File: config.mk
export PLATFORM = sky130hd
export DESIGN_NAME = chebyshev_series_eval_core
export DESIGN_NICKNAME = d
export VERILOG_FILES = /design/src/rtl/core/cse_pkg.sv /design/src/rtl/core/cse_ram.sv /design/src/rtl/core/cse_div.sv /design/src/rtl/core/cse_alu.sv /design/src/rtl/core/chebyshev_series_eval_core.sv
export SDC_FILE = /design/constraint.sdc
export NUM_CORES = 2
export LEC_CHECK = 0
export ABC_CLOCK_PERIOD_IN_PS = 12650
export CELL_PAD_IN_SITES_DETAIL_PLACEMENT = 2
export CELL_PAD_IN_SITES_GLOBAL_PLACEMENT = 2
export CORE_AREA = 2 2 492 494
export DETAILED_ROUTE_END_ITERATION = 10
export DIE_AREA = 0 0 494 496
export DONT_BUFFER_PORTS = 1
export PLACE_DENSITY_LB_ADDON = 0.1
export SLEW_MARGIN = 20
export SYNTH_ARGS = -nofsm -noshare
export SYNTH_HDL_FRONTEND = slang
export SYNTH_SLANG_ARGS = --single-unit
export TNS_END_PERCENT = 10
File: constraint.sdc
create_clock -name i_clk -period 12.65 [get_ports i_clk]
set_input_delay 1.265 -clock i_clk [delete_from_list [all_inputs] [get_ports i_clk]]
set_output_delay 1.265 -clock i_clk [all_outputs]
set_load 0.01 [all_outputs]
File: src/rtl/core/cse_pkg.sv
// ----------------------------------------------------------------------------
// cse_pkg
// Shared widths, codes and types of the Chebyshev series evaluator.
// ----------------------------------------------------------------------------
`default_nettype none

package cse_pkg;

    localparam int DATA_WIDTH = 32;
    localparam int FRAC_BITS  = 16;
    localparam int COEF_DEPTH = 32;

    localparam int IDX_W     = $clog2(COEF_DEPTH);
    localparam int CNT_W     = 6;
    localparam int CIDX_W    = 5;
    localparam int CFG_IDX_W = 2;
    // numerator 2x - low - high needs two guard bits
    localparam int NUM_W     = DATA_WIDTH + 2;

    typedef logic signed [DATA_WIDTH-1:0] t_data;

    localparam t_data VMAX = {1'b0, {(DATA_WIDTH-1){1'b1}}};
    localparam t_data VMIN = {1'b1, {(DATA_WIDTH-1){1'b0}}};

    typedef logic [1:0] t_alu_op;
    localparam t_alu_op ALU_MUL = 2'd0;
    localparam t_alu_op ALU_RND = 2'd1;
    localparam t_alu_op ALU_SUB = 2'd2;
    localparam t_alu_op ALU_ADD = 2'd3;

    typedef struct packed {
        t_alu_op op;
        logic    dbl;
    } t_alu_ctrl;

    typedef struct packed {
        logic done;
        logic sat;
    } t_div_stat;

    typedef logic [1:0] t_status;
    localparam t_status STATUS_OK    = 2'd0;
    localparam t_status STATUS_SAT   = 2'd1;
    localparam t_status STATUS_DEGEN = 2'd2;

    typedef logic [CFG_IDX_W-1:0] t_cfg_idx;
    localparam t_cfg_idx CFG_COEF_COUNT = 2'd0;
    localparam t_cfg_idx CFG_RANGE_LOW  = 2'd1;
    localparam t_cfg_idx CFG_RANGE_HIGH = 2'd2;

    localparam logic OP_WRITE = 1'b0;
    localparam logic OP_EVAL  = 1'b1;

    localparam logic [CNT_W-1:0] COEF_COUNT_RST = 6'd1;
    localparam t_data            RANGE_LOW_RST  = -32'sd65536;
    localparam t_data            RANGE_HIGH_RST = 32'sd65536;

endpackage

`default_nettype wire

File: src/rtl/core/cse_ram.sv
// ----------------------------------------------------------------------------
// cse_ram
// Generic single write port, single read port RAM with registered read.
// ----------------------------------------------------------------------------
`default_nettype none

module cse_ram #(
    parameter int WIDTH = 32,
    parameter int DEPTH = 32
) (
    input  logic                     i_clk,
    input  logic                     i_we,
    input  logic [$clog2(DEPTH)-1:0] i_waddr,
    input  logic [WIDTH-1:0]         i_wdata,
    input  logic [$clog2(DEPTH)-1:0] i_raddr,
    output logic [WIDTH-1:0]         o_rdata
);

    logic [WIDTH-1:0] r_mem [DEPTH];
    logic [WIDTH-1:0] r_rdata;

    always_ff @(posedge i_clk) begin
        if (i_we) begin
            r_mem[i_waddr] <= i_wdata;
        end
        r_rdata <= r_mem[i_raddr];
    end

    assign o_rdata = r_rdata;

endmodule

`default_nettype wire

File: src/rtl/core/cse_div.sv
// ----------------------------------------------------------------------------
// cse_div
// Bit-serial restoring divider that maps x onto [-1,1]: y = num / den in
// fixed point, rounded half away from zero, saturated.
// ----------------------------------------------------------------------------
`default_nettype none

module cse_div (
    input  logic                                 i_clk,
    input  logic                                 i_rst_n,
    input  logic                                 i_start,
    input  logic signed [cse_pkg::NUM_W-1:0]     i_num,
    input  logic signed [cse_pkg::DATA_WIDTH:0]  i_den,
    output cse_pkg::t_data                       o_y,
    output cse_pkg::t_div_stat                   o_stat
);

    import cse_pkg::*;

    localparam int QB = DATA_WIDTH - 1;
    localparam int SH = QB - FRAC_BITS;
    localparam int CW = $clog2(QB);

    localparam logic [2:0] D_IDLE = 3'd0;
    localparam logic [2:0] D_ABS  = 3'd1;
    localparam logic [2:0] D_OVF  = 3'd2;
    localparam logic [2:0] D_ITER = 3'd3;
    localparam logic [2:0] D_RND  = 3'd4;

    logic [2:0]                r_state;
    logic signed [NUM_W-1:0]   r_num;
    logic signed [DATA_WIDTH:0] r_den;
    logic [NUM_W-1:0]          r_un;
    logic [DATA_WIDTH-1:0]     r_ud;
    logic                      r_neg;
    logic                      r_ovf;
    logic [DATA_WIDTH-1:0]     r_rem;
    logic [QB-1:0]             r_feed;
    logic [QB-1:0]             r_q;
    logic [CW-1:0]             r_cnt;

    logic                      w_ovf;
    logic [DATA_WIDTH:0]       w_trial;
    logic                      w_ge;
    logic                      w_rbit;
    logic [DATA_WIDTH-1:0]     w_qr;
    logic [DATA_WIDTH-1:0]     w_lim;
    logic                      w_sat;

    // integer part of the quotient beyond the format
    assign w_ovf   = (r_un >> SH) >= {{(NUM_W-DATA_WIDTH){1'b0}}, r_ud};
    assign w_trial = {r_rem, r_feed[QB-1]};
    assign w_ge    = w_trial >= {1'b0, r_ud};

    // round up when the remainder is at least half the divisor
    assign w_rbit  = {r_rem, 1'b0} >= {1'b0, r_ud};
    assign w_qr    = {1'b0, r_q} + DATA_WIDTH'(w_rbit);
    assign w_lim   = r_neg ? {1'b1, {QB{1'b0}}} : {1'b0, {QB{1'b1}}};
    assign w_sat   = r_ovf | (w_qr > w_lim);

    always_comb begin
        if (w_sat) begin
            o_y = r_neg ? VMIN : VMAX;
        end else if (r_neg) begin
            o_y = -$signed(w_qr);
        end else begin
            o_y = $signed(w_qr);
        end
    end

    assign o_stat.done = (r_state == D_RND);
    assign o_stat.sat  = w_sat;

    always_ff @(posedge i_clk) begin
        if (!i_rst_n) begin
            r_state <= D_IDLE;
        end else begin
            unique case (r_state)
                D_IDLE: begin
                    if (i_start) begin
                        r_state <= D_ABS;
                    end
                end
                D_ABS: begin
                    r_state <= D_OVF;
                end
                D_OVF: begin
                    r_state <= w_ovf ? D_RND : D_ITER;
                end
                D_ITER: begin
                    if (r_cnt == '0) begin
                        r_state <= D_RND;
                    end
                end
                D_RND: begin
                    r_state <= D_IDLE;
                end
                default: begin
                    r_state <= D_IDLE;
                end
            endcase
        end
    end

    always_ff @(posedge i_clk) begin
        if (r_state == D_IDLE && i_start) begin
            r_num <= i_num;
            r_den <= i_den;
        end
        if (r_state == D_ABS) begin
            r_un  <= r_num[NUM_W-1] ? NUM_W'(-r_num) : NUM_W'(r_num);
            r_ud  <= r_den[DATA_WIDTH] ? DATA_WIDTH'(-r_den) : DATA_WIDTH'(r_den);
            r_neg <= r_num[NUM_W-1] ^ r_den[DATA_WIDTH];
        end
        if (r_state == D_OVF) begin
            r_ovf  <= w_ovf;
            r_rem  <= DATA_WIDTH'(r_un >> SH);
            r_feed <= {r_un[SH-1:0], {FRAC_BITS{1'b0}}};
            r_cnt  <= CW'(QB - 1);
        end
        if (r_state == D_ITER) begin
            r_rem  <= w_ge ? DATA_WIDTH'(w_trial - {1'b0, r_ud}) : DATA_WIDTH'(w_trial);
            r_q    <= {r_q[QB-2:0], w_ge};
            r_feed <= r_feed << 1;
            r_cnt  <= r_cnt - 1'b1;
        end
    end

endmodule

`default_nettype wire

File: src/rtl/core/cse_alu.sv
// ----------------------------------------------------------------------------
// cse_alu
// Shared arithmetic unit of the recurrence: multiply, round and double,
// saturating subtract and saturating add.
// ----------------------------------------------------------------------------
`default_nettype none

module cse_alu (
    input  logic               i_clk,
    input  cse_pkg::t_alu_ctrl i_ctrl,
    input  cse_pkg::t_data     i_a,
    input  cse_pkg::t_data     i_b,
    output cse_pkg::t_data     o_res,
    output logic               o_sat
);

    import cse_pkg::*;

    localparam int PW = 2 * DATA_WIDTH;
    localparam int QW = PW - FRAC_BITS;

    logic [DATA_WIDTH-1:0] w_ua;
    logic [DATA_WIDTH-1:0] w_ub;
    logic [PW-1:0]         r_prod;
    logic                  r_pneg;

    logic [PW-1:0]         w_rsum;
    logic [QW-1:0]         w_q;
    logic [QW-1:0]         w_lim;
    logic                  w_rsat;
    t_data                 w_rv;
    logic                  w_dsat;
    t_data                 w_dv;

    logic                  w_sub;
    logic [DATA_WIDTH:0]   w_a_ext;
    logic [DATA_WIDTH:0]   w_b_ext;
    logic [DATA_WIDTH:0]   w_sum;
    logic                  w_asat;
    t_data                 w_av;

    assign w_ua = i_a[DATA_WIDTH-1] ? DATA_WIDTH'(-i_a) : DATA_WIDTH'(i_a);
    assign w_ub = i_b[DATA_WIDTH-1] ? DATA_WIDTH'(-i_b) : DATA_WIDTH'(i_b);

    always_ff @(posedge i_clk) begin
        if (i_ctrl.op == ALU_MUL) begin
            r_prod <= w_ua * w_ub;
            r_pneg <= i_a[DATA_WIDTH-1] ^ i_b[DATA_WIDTH-1];
        end
    end

    // round the magnitude, then apply the sign with saturation
    assign w_rsum = r_prod + PW'(1 << (FRAC_BITS - 1));
    assign w_q    = w_rsum[PW-1:FRAC_BITS];
    assign w_lim  = {{(QW-DATA_WIDTH){1'b0}}, VMAX} + QW'(r_pneg);
    assign w_rsat = w_q > w_lim;

    always_comb begin
        if (w_rsat) begin
            w_rv = r_pneg ? VMIN : VMAX;
        end else if (r_pneg) begin
            w_rv = -$signed(w_q[DATA_WIDTH-1:0]);
        end else begin
            w_rv = $signed(w_q[DATA_WIDTH-1:0]);
        end
    end

    assign w_dsat = i_ctrl.dbl & (w_rv[DATA_WIDTH-1] != w_rv[DATA_WIDTH-2]);

    always_comb begin
        if (w_dsat) begin
            w_dv = w_rv[DATA_WIDTH-1] ? VMIN : VMAX;
        end else if (i_ctrl.dbl) begin
            w_dv = w_rv <<< 1;
        end else begin
            w_dv = w_rv;
        end
    end

    // one adder serves both subtract and add
    assign w_sub   = (i_ctrl.op == ALU_SUB);
    assign w_a_ext = {i_a[DATA_WIDTH-1], i_a};
    assign w_b_ext = {i_b[DATA_WIDTH-1], i_b};
    assign w_sum   = w_a_ext + (w_sub ? ~w_b_ext : w_b_ext) + (DATA_WIDTH+1)'(w_sub);
    assign w_asat  = w_sum[DATA_WIDTH] != w_sum[DATA_WIDTH-1];

    always_comb begin
        if (w_asat) begin
            w_av = w_sum[DATA_WIDTH] ? VMIN : VMAX;
        end else begin
            w_av = $signed(w_sum[DATA_WIDTH-1:0]);
        end
    end

    always_comb begin
        unique case (i_ctrl.op)
            ALU_MUL: begin
                o_res = '0;
                o_sat = 1'b0;
            end
            ALU_RND: begin
                o_res = w_dv;
                o_sat = w_rsat | w_dsat;
            end
            ALU_SUB, ALU_ADD: begin
                o_res = w_av;
                o_sat = w_asat;
            end
            default: begin
                o_res = '0;
                o_sat = 1'b0;
            end
        endcase
    end

endmodule

`default_nettype wire

File: src/rtl/core/chebyshev_series_eval_core.sv
// ----------------------------------------------------------------------------
// chebyshev_series_eval_core
// Chebyshev series evaluator (Clenshaw recurrence), signed Q16.16.
// Input channel (i_valid / o_stall): operation 0 stores coef_value in slot
// coef_index and gives no result; operation 1 evaluates the series at x_value.
// Output channel (o_valid / i_stall): series_value and status per evaluation.
// Config port: coef_count, range_low, range_high; write only while idle.
// A coefficient write leaves the block free; the next transaction may follow at once.
// An evaluation raises o_valid once the divider and the recurrence over its
// N effective coefficients are done (the divider skips its iterations on
// overflow; a degenerate range skips both); o_stall stays high meanwhile
// and drops in the cycle o_valid rises. The bit-serial divider has
// 31 steps; per coefficient the shared unit runs multiply, round, subtract, add.
// The result sits in an output register; while the receiver stalls, a
// finished evaluation waits in its last step until the register is free.
// Reset clears the handshakes and loads the register defaults; the
// coefficient table has no reset and must be written before it is read.
// ----------------------------------------------------------------------------
`default_nettype none

module chebyshev_series_eval_core (
    input  logic                               i_clk,
    input  logic                               i_rst_n,
    input  logic                               i_cfg_we,
    input  logic [cse_pkg::CFG_IDX_W-1:0]      i_cfg_index,
    input  logic [cse_pkg::DATA_WIDTH-1:0]     i_cfg_wdata,
    input  logic                               i_valid,
    output logic                               o_stall,
    input  logic                               i_operation,
    input  logic [cse_pkg::CIDX_W-1:0]         i_coef_index,
    input  logic signed [cse_pkg::DATA_WIDTH-1:0] i_coef_value,
    input  logic signed [cse_pkg::DATA_WIDTH-1:0] i_x_value,
    output logic                               o_valid,
    input  logic                               i_stall,
    output logic signed [cse_pkg::DATA_WIDTH-1:0] o_series_value,
    output logic [1:0]                         o_status
);

    import cse_pkg::*;

    localparam logic [2:0] S_IDLE  = 3'd0;
    localparam logic [2:0] S_START = 3'd1;
    localparam logic [2:0] S_DIV   = 3'd2;
    localparam logic [2:0] S_MUL   = 3'd3;
    localparam logic [2:0] S_RND   = 3'd4;
    localparam logic [2:0] S_SUB   = 3'd5;
    localparam logic [2:0] S_ADD   = 3'd6;
    localparam logic [2:0] S_FIN   = 3'd7;

    logic [2:0]       r_state;
    logic [2:0]       n_state;
    logic [CNT_W-1:0] r_coef_count;
    t_data            r_range_low;
    t_data            r_range_high;
    t_data            r_x;
    t_data            r_y;
    t_data            r_b1;
    t_data            r_b2;
    t_data            r_t;
    logic [IDX_W-1:0] r_idx;
    logic             r_sat;
    logic             r_degen;
    t_data            r_out_value;
    t_status          r_out_status;
    logic             r_out_valid;

    logic                     w_in_acc;
    logic                     w_eval_acc;
    logic                     w_fin_load;
    logic [IDX_W-1:0]         w_last_idx;
    logic signed [NUM_W-1:0]  w_num;
    logic signed [DATA_WIDTH:0] w_den;
    t_data                    w_y;
    t_div_stat                w_div_stat;
    t_alu_ctrl                w_alu_ctrl;
    t_data                    w_alu_a;
    t_data                    w_alu_b;
    t_data                    w_alu_res;
    logic                     w_alu_sat;
    logic [DATA_WIDTH-1:0]    w_coef_rd;
    logic                     w_coef_we;

    assign o_stall        = (r_state != S_IDLE);
    assign o_valid        = r_out_valid;
    assign o_series_value = r_out_value;
    assign o_status       = r_out_status;

    assign w_in_acc   = i_valid & ~o_stall;
    assign w_eval_acc = w_in_acc & (i_operation == OP_EVAL);
    assign w_fin_load = (r_state == S_FIN) & (~r_out_valid | ~i_stall);
    assign w_coef_we  = w_in_acc & (i_operation == OP_WRITE) &
                        (int'(i_coef_index) < COEF_DEPTH);

    // a count of zero acts as one, a count past the table as the full table
    always_comb begin
        if (r_coef_count == '0) begin
            w_last_idx = '0;
        end else if (int'(r_coef_count) > COEF_DEPTH) begin
            w_last_idx = IDX_W'(COEF_DEPTH - 1);
        end else begin
            w_last_idx = IDX_W'(r_coef_count - 1'b1);
        end
    end

    assign w_num = (NUM_W'(r_x) <<< 1) - NUM_W'(r_range_low) - NUM_W'(r_range_high);
    assign w_den = (DATA_WIDTH+1)'(r_range_high) - (DATA_WIDTH+1)'(r_range_low);

    cse_ram #(
        .WIDTH (DATA_WIDTH),
        .DEPTH (COEF_DEPTH)
    ) u_coef_ram (
        .i_clk   (i_clk),
        .i_we    (w_coef_we),
        .i_waddr (IDX_W'(i_coef_index)),
        .i_wdata (i_coef_value),
        .i_raddr (r_idx),
        .o_rdata (w_coef_rd)
    );

    cse_div u_div (
        .i_clk   (i_clk),
        .i_rst_n (i_rst_n),
        .i_start (r_state == S_START),
        .i_num   (w_num),
        .i_den   (w_den),
        .o_y     (w_y),
        .o_stat  (w_div_stat)
    );

    always_comb begin
        w_alu_ctrl.op  = ALU_ADD;
        w_alu_ctrl.dbl = 1'b0;
        w_alu_a        = r_t;
        w_alu_b        = $signed(w_coef_rd);
        unique case (r_state)
            S_MUL: begin
                w_alu_ctrl.op = ALU_MUL;
                w_alu_a       = r_y;
                w_alu_b       = r_b1;
            end
            S_RND: begin
                w_alu_ctrl.op  = ALU_RND;
                // the last term, c0, uses y*b1 without doubling
                w_alu_ctrl.dbl = (r_idx != '0);
            end
            S_SUB: begin
                w_alu_ctrl.op = ALU_SUB;
                w_alu_b       = r_b2;
            end
            S_IDLE, S_START, S_DIV, S_ADD, S_FIN: begin
                w_alu_ctrl.op = ALU_ADD;
            end
        endcase
    end

    cse_alu u_alu (
        .i_clk  (i_clk),
        .i_ctrl (w_alu_ctrl),
        .i_a    (w_alu_a),
        .i_b    (w_alu_b),
        .o_res  (w_alu_res),
        .o_sat  (w_alu_sat)
    );

    always_comb begin
        n_state = r_state;
        unique case (r_state)
            S_IDLE: begin
                if (w_eval_acc) begin
                    n_state = (r_range_high == r_range_low) ? S_FIN : S_START;
                end
            end
            S_START: begin
                n_state = S_DIV;
            end
            S_DIV: begin
                if (w_div_stat.done) begin
                    n_state = S_MUL;
                end
            end
            S_MUL: begin
                n_state = S_RND;
            end
            S_RND: begin
                n_state = S_SUB;
            end
            S_SUB: begin
                n_state = S_ADD;
            end
            S_ADD: begin
                n_state = (r_idx == '0) ? S_FIN : S_MUL;
            end
            S_FIN: begin
                if (w_fin_load) begin
                    n_state = S_IDLE;
                end
            end
        endcase
    end

    always_ff @(posedge i_clk) begin
        if (!i_rst_n) begin
            r_state      <= S_IDLE;
            r_out_valid  <= 1'b0;
            r_coef_count <= COEF_COUNT_RST;
            r_range_low  <= RANGE_LOW_RST;
            r_range_high <= RANGE_HIGH_RST;
        end else begin
            r_state <= n_state;
            if (w_fin_load) begin
                r_out_valid <= 1'b1;
            end else if (r_out_valid && !i_stall) begin
                r_out_valid <= 1'b0;
            end
            if (i_cfg_we) begin
                unique case (i_cfg_index)
                    CFG_COEF_COUNT: r_coef_count <= i_cfg_wdata[CNT_W-1:0];
                    CFG_RANGE_LOW:  r_range_low  <= $signed(i_cfg_wdata);
                    CFG_RANGE_HIGH: r_range_high <= $signed(i_cfg_wdata);
                    default: begin
                    end
                endcase
            end
        end
    end

    always_ff @(posedge i_clk) begin
        if (w_eval_acc) begin
            r_x     <= i_x_value;
            r_b1    <= '0;
            r_b2    <= '0;
            r_idx   <= w_last_idx;
            r_sat   <= 1'b0;
            r_degen <= (r_range_high == r_range_low);
        end
        if (r_state == S_DIV && w_div_stat.done) begin
            r_y   <= w_y;
            r_sat <= r_sat | w_div_stat.sat;
        end
        if (r_state == S_RND || r_state == S_SUB) begin
            r_t   <= w_alu_res;
            r_sat <= r_sat | w_alu_sat;
        end
        if (r_state == S_ADD) begin
            r_b2  <= r_b1;
            r_b1  <= w_alu_res;
            r_sat <= r_sat | w_alu_sat;
            if (r_idx != '0) begin
                r_idx <= r_idx - 1'b1;
            end
        end
        if (w_fin_load) begin
            r_out_value <= r_degen ? '0 : r_b1;
            if (r_degen) begin
                r_out_status <= STATUS_DEGEN;
            end else if (r_sat) begin
                r_out_status <= STATUS_SAT;
            end else begin
                r_out_status <= STATUS_OK;
            end
        end
    end

endmodule

`default_nettype wire

* Word-level counts from Yosys, hierarchy flattened
Memory sizes are Yosys's and may differ from the RTL's. A register that Yosys moved wholly into a read port is not among the register bits.
Index checks and enable logic that the tools add are counted.
** Word-level totals
- Flip-flop bits (word level) :: 561
- Memory bits (writable) :: 1024
- Input bits :: 109
- Output and inout bits :: 36
- Word-level logic and storage cells :: 178
- Memories kept :: 1
** Memories
- u_coef_ram.r_mem :: depth 32, bits a word 32, rd ports 1, clocked after Yosys merged registers in 1, wr ports 1, RTL line cse_ram.sv:19 : logic [WIDTH-1:0] r_mem [DEPTH];
** Operators by class
- Add/subtract/negate cells :: 18
- Multipliers :: 1
- $lt $le $gt $ge :: 6
- Eq/ne operators :: 24
- Multiplexer cells :: 56
- Bitwise logic cells :: 17
- Reduce and logical (&&, ||, !) cells :: 25
** Operator list (number)
- 2-to-1 mux 32 bit :: 21
- negator 32 bit :: 5
- case mux 32 bit (3 select lines) :: 1
- >= comparator 33 x 32 -> 1 bit :: 2
- 2-to-1 mux 33 bit :: 2
- adder 64 x 16 -> 64 bit (second input constant) :: 1
- multiplier 32 x 32 -> 64 bit :: 1
- case mux 32 bit (2 select lines) :: 1
- 2-to-1 mux 31 bit :: 2
- greater-than comparator 48 bit :: 1
- 2-to-1 mux 5 bit :: 7
- negator 34 bit :: 1
- subtractor 33 x 32 -> 34 bit :: 1
- subtractor 34 x 32 -> 34 bit :: 1
- adder 33 x 1 -> 33 bit :: 1
- adder 33 bit :: 1
- NOT 33 bit :: 1
- subtractor 32 x 32 -> 33 bit :: 1
- adder 31 x 1 -> 32 bit :: 1
- adder 31 x 1 -> 32 bit (first input constant) :: 1
- == test 32 bit :: 1
- >= comparator 19 x 32 -> 1 bit :: 1
- greater-than comparator 32 bit :: 1
- subtractor 32 bit :: 1
- 35 further kinds :: 90

* Logic depth before layout (Yosys ltp)
- Depth in word-level cells :: 12
- Mapped depth :: 45
- Mapped depth without buffers :: 41

* Modules after synthesis
A second synthesis with hierarchy kept.
** Unflattened totals
- Cells, all modules :: 10019
- Area, all modules :: 110997.7 um^2
** By module, submodules not included
- cse_alu :: instances 1, cells each 4868, area each 40903.0 um^2, seq. area each 1501.4 um^2
- cse_ram :: instances 1, cells each 2261, area each 40486.3 um^2, seq. area each 31390.1 um^2
- chebyshev_series_eval_core :: instances 1, cells each 1474, area each 15456.1 um^2, seq. area each 7467.2 um^2
- cse_div :: instances 1, cells each 1416, area each 14152.3 um^2, seq. area each 6606.3 um^2

* Worst setup path after synthesis
No wires, ideal clock.
- Path type :: register to register
- Start point :: register r_state[1]
- End point :: register u_alu.r_prod[55], data pin
- Library setup time :: 260 ps
- Data arrival time :: 10642 ps
- Required time :: 12390 ps
- Slack :: 1748 ps
- Stages on the path, launching flop included :: 43
- Buffers on the path :: 6
- Clock period less this slack :: 10902 ps
- Path through :: dfxtp_1 > ha_1 > nand2b_1 > buf_4 > buf_2 > buf_2 > buf_2 > buf_1 > mux2i_1 > ha_1 > o21ai_0 > nor3_1 > o21ai_0 > or3_1 > o21ai_0 > xnor2_1 > clkbuf_1 > nand2_1 > [... 7 more ...] > fa_1 > fa_1 > fa_1 > inv_1 > fa_1 > inv_1 > ha_1 > a21oi_1 > o21ai_0 > a21oi_1 > o21bai_1 > a311o_1 > a31oi_1 > o31ai_1 > nand3_1 > o21ai_0 > a21boi_0 > xnor2_1
** On the way
- Word-level cells in the longest chain between the ends :: 5
- Elaborated cells on any way between the ends :: 9
- Those cells by class :: add/sub: 2; mul: 1; eq/ne: 2; mux: 4
** RTL lines
- from (decl) :: RTL line chebyshev_series_eval_core.sv:50 : logic [2:0] r_state;
- from (signal assigned) :: RTL line chebyshev_series_eval_core.sv:209 : r_state <= n_state;
- == test 3 bit or == test 3 x 2 -> 1 bit (tied branches) :: RTL line chebyshev_series_eval_core.sv:135 : unique case (r_state)
- case mux 32 bit (2 select lines) or 2-to-1 mux 32 bit (tied branches) :: RTL line chebyshev_series_eval_core.sv:135
- negator 32 bit (on tied branches) :: RTL line cse_alu.sv:43, cse_alu.sv:42
- 2-to-1 mux 32 bit (on tied branches) :: RTL line cse_alu.sv:43, cse_alu.sv:42
- multiplier 32 x 32 -> 64 bit (*) :: RTL line cse_alu.sv:47 : r_prod <= w_ua * w_ub;
- to (signal assigned) :: RTL line cse_alu.sv:47
- to (decl) :: RTL line cse_alu.sv:24 : logic [PW-1:0] r_prod;
Mark *: on every way between the ends. The rest lies on a longest branch, timed or not.
A chain may end at the register's enable or synchronous reset.

* Final worst setup path
- Start point :: register r_state[1]
- End point :: register u_alu.r_prod[44], data pin
The elaborated chain is that of the path after synthesis.

==> run metrics <==
Main synth FF type edfxtp_1; Layout Area Growth over Synthesis 10.21%; H-tree depth 4; largest net degree at the start of global routing about 140; DR vias/cell 6.211; Max-Cap Viols 0; initial antenna violation count 30; Final Hold Fails 0; Total GRT Usage 36.73%; fmax around 0.081 GHz; GRT overflow 0; DR iter-0 viols 6616; WHS Endpoint u_div.r_q[28]; worst stage delay on the critical path 0.78 ns; Hold Crit Class register to register; layout cells sized above 1 11.44%; CP endpoint kind register; slowest stage cell, crit path or4_1; Netlist cell types 103; Synth Area in XOR/XNOR 3.488%; Post-synth ARST share 0%; clock skew 0.05941 ns; Worst-Skew Late Latency around 0.89 ns; CTS buffer count 174; syn avg cell area 11.91 um2; post-synthesis mux area share 7.858%; crit path kind register to register; syn nets about 11000; top cell type's share of synthesized area 40.78%; clk sink count approximately 1600; Syn Inst Count 9199; hold path startpoint u_div.r_q[27]; post-cts repair resize count 0; post-detailed-route DRC marker count 0; status completed; CTS Buffer Depth 3; vias in the first global route approximately 87000; hold buffers post-CTS 0; Clock transition at path regs 0.06 ns; Synth warnings 0; post-route ant nets 0; WHS Path Cells 0; Final Wtd Congestion 0.9170; WL/cell about 36 um; RSZ-0062 raised after global routing yes; Worst-Margin Slew between 1 and 1.5 ns; minimum clock period 12.28 ns; RR Endpoint u_alu.r_prod[44]; die area 245000 um2; Post-CTS Setup Bufs 0; sequential share of the synthesized area 42.86%; final net count 10780; top cells by area, synth edfxtp_1 (41%), fa_1 (17%), mux4_2 (6.6%), ha_1 (5.9%), inv_1 (4.1%); Post-synth EDFFs 1488; Synth Area in Simple Gates 9.975%; CP Launch Type register; r2r startpoint r_state[1]; setup violators final 0; max-slew violations 0; Crit path buffers/inverters 11; PortBufs 0; worst-path fanout max 33; routed vias 78030; CTS tree done; most common cell in the netlist edfxtp_1; # fillers approximately 23000; r2r setup slk ~0.37 ns; Crit. path cell count 36; Placement Cell Area 114900 um2; Initial Util 45.73%; Die Ht 496 um; DR pass1 iterations 5; Root Driver clkbuf_16; post-synthesis cell area between 100000 and 150000 um2; Synth Register Bits 1602; Post-DP HPWL 315000 um; die width a little under 500 um; I/O pins 145; first-pass GRT wire length approximately 640000 um; Synth area leader edfxtp_1; post-synthesis compound-gate area fraction 7.169%; Post-Synth Adder-Cell Area a little under a quarter; top cells by count, synth edfxtp_1 (1488), inv_1 (1208), nand2_1 (995); largest family of logic cells by synthesized area adder cells; slew margin rel. 18.72%; CP required 13.17 ns; Worst EP arrival 12.80 ns; DRT Wirelength 448000 um; Core ar. 239600 um2; fin crit share 97.10%; Rows 180; Top delay family on crit path adder cells; path depth of the worst reg2reg path 36; final instance area 120800 um2; post-layout utilization of the core about half
sequential cells by signal, summed over array words and instances (netlist names), 33 cells and up:
signal and cells:
u_div.r_den 33, u_div.r_num 34, u_div.r_un 34, u_alu.r_prod 49, u_coef_ram.r_mem 1024
cells by family after synthesis:
kind of cell               Yosys count
AOI/OAI and AO/OA                 1206
adders and majority gates         1453
DFF                               1602
buffers and inverters             1622
xor gates and xnor gates           433
and+or+nand+nor                   2428
muxes                              455
worst reg2reg max path, delay by kind of cell, from the launching register on:
kind                       cells  cell delay [ns]
adders and majority gates     10             4.83
and+or+nand+nor                7             2.20
AOI/OAI and AO/OA              6             2.03
buffers and inverters         11             1.56
xor gates and xnor gates       2             0.88
DFF                            1             0.46
final cells by class:
type                    count  area, um2  share of cell area (%)
multi-input cells        5975      57330                   47.47
well taps                3185       3985                   3.300
clock buffers             220       4688                   3.882
diodes                      9      22.52                 0.01865
flip-flops and latches   1602      46990                   38.90
clock inverters           102       1132                  0.9376
inverters                1213       4553                   3.770
repair buffers            258       2076                   1.719
stage by stage:
stage / setup TNS (ns) / hold slack, ns / worst slack [ns] / std cells
4_1_cts: 0 / 0.4083 / 0.4070 / 12550
5_1_grt: -0.001819 / 0.4436 / -0.001819 / 12560
3_5_place_dp: 0 / 0.4432 / 0.4199 / 12230
6_report: 0 / 0.4523 / 0.3666 / 12560
2_1_floorplan: 0 / 0.4206 / 1.748 / 9199
3_3_place_gp: 0 / 0.4416 / 0.7325 / 12230
routing by layer:
layer	global-route usage (%)	vias to the layer above	share of wire, %
li1	-	31780	-
met2	63.00	3283	50
met3	6.410	1214	6.3
met4	20.83	32	6.6
met1	43.69	41720	37
met5	0	-	0.049
worst max-delay path by stage:
stage,slack [ns],end,from
floorplan,1.75,u_alu.r_prod[55],r_state[1]
global placement,0.73,u_alu.r_prod[46],r_state[1]
detailed placement,0.42,u_alu.r_prod[46],r_state[1]
CTS,0.41,u_alu.r_prod[46],r_state[1]
global route,-0.002,u_alu.r_prod[57],r_state[1]
finish,0.37,u_alu.r_prod[44],r_state[1]
layout by cell type, fill, tap and decap left out, types with 108 or more instances in the layout:
cell	n
a21o_1	132
a21oi_1	329
buf_4	247
clkbuf_16	175
dfxtp_1	108
edfxtp_1	1488
fa_1	930
ha_1	520
inv_1	1206
mux4_2	320
nand2_1	993
nor2_1	678
o21ai_0	212
xnor2_1	259
Power is not shown: default switching activity piles up to over one toggle a cycle in this logic, so the estimate is an artifact.
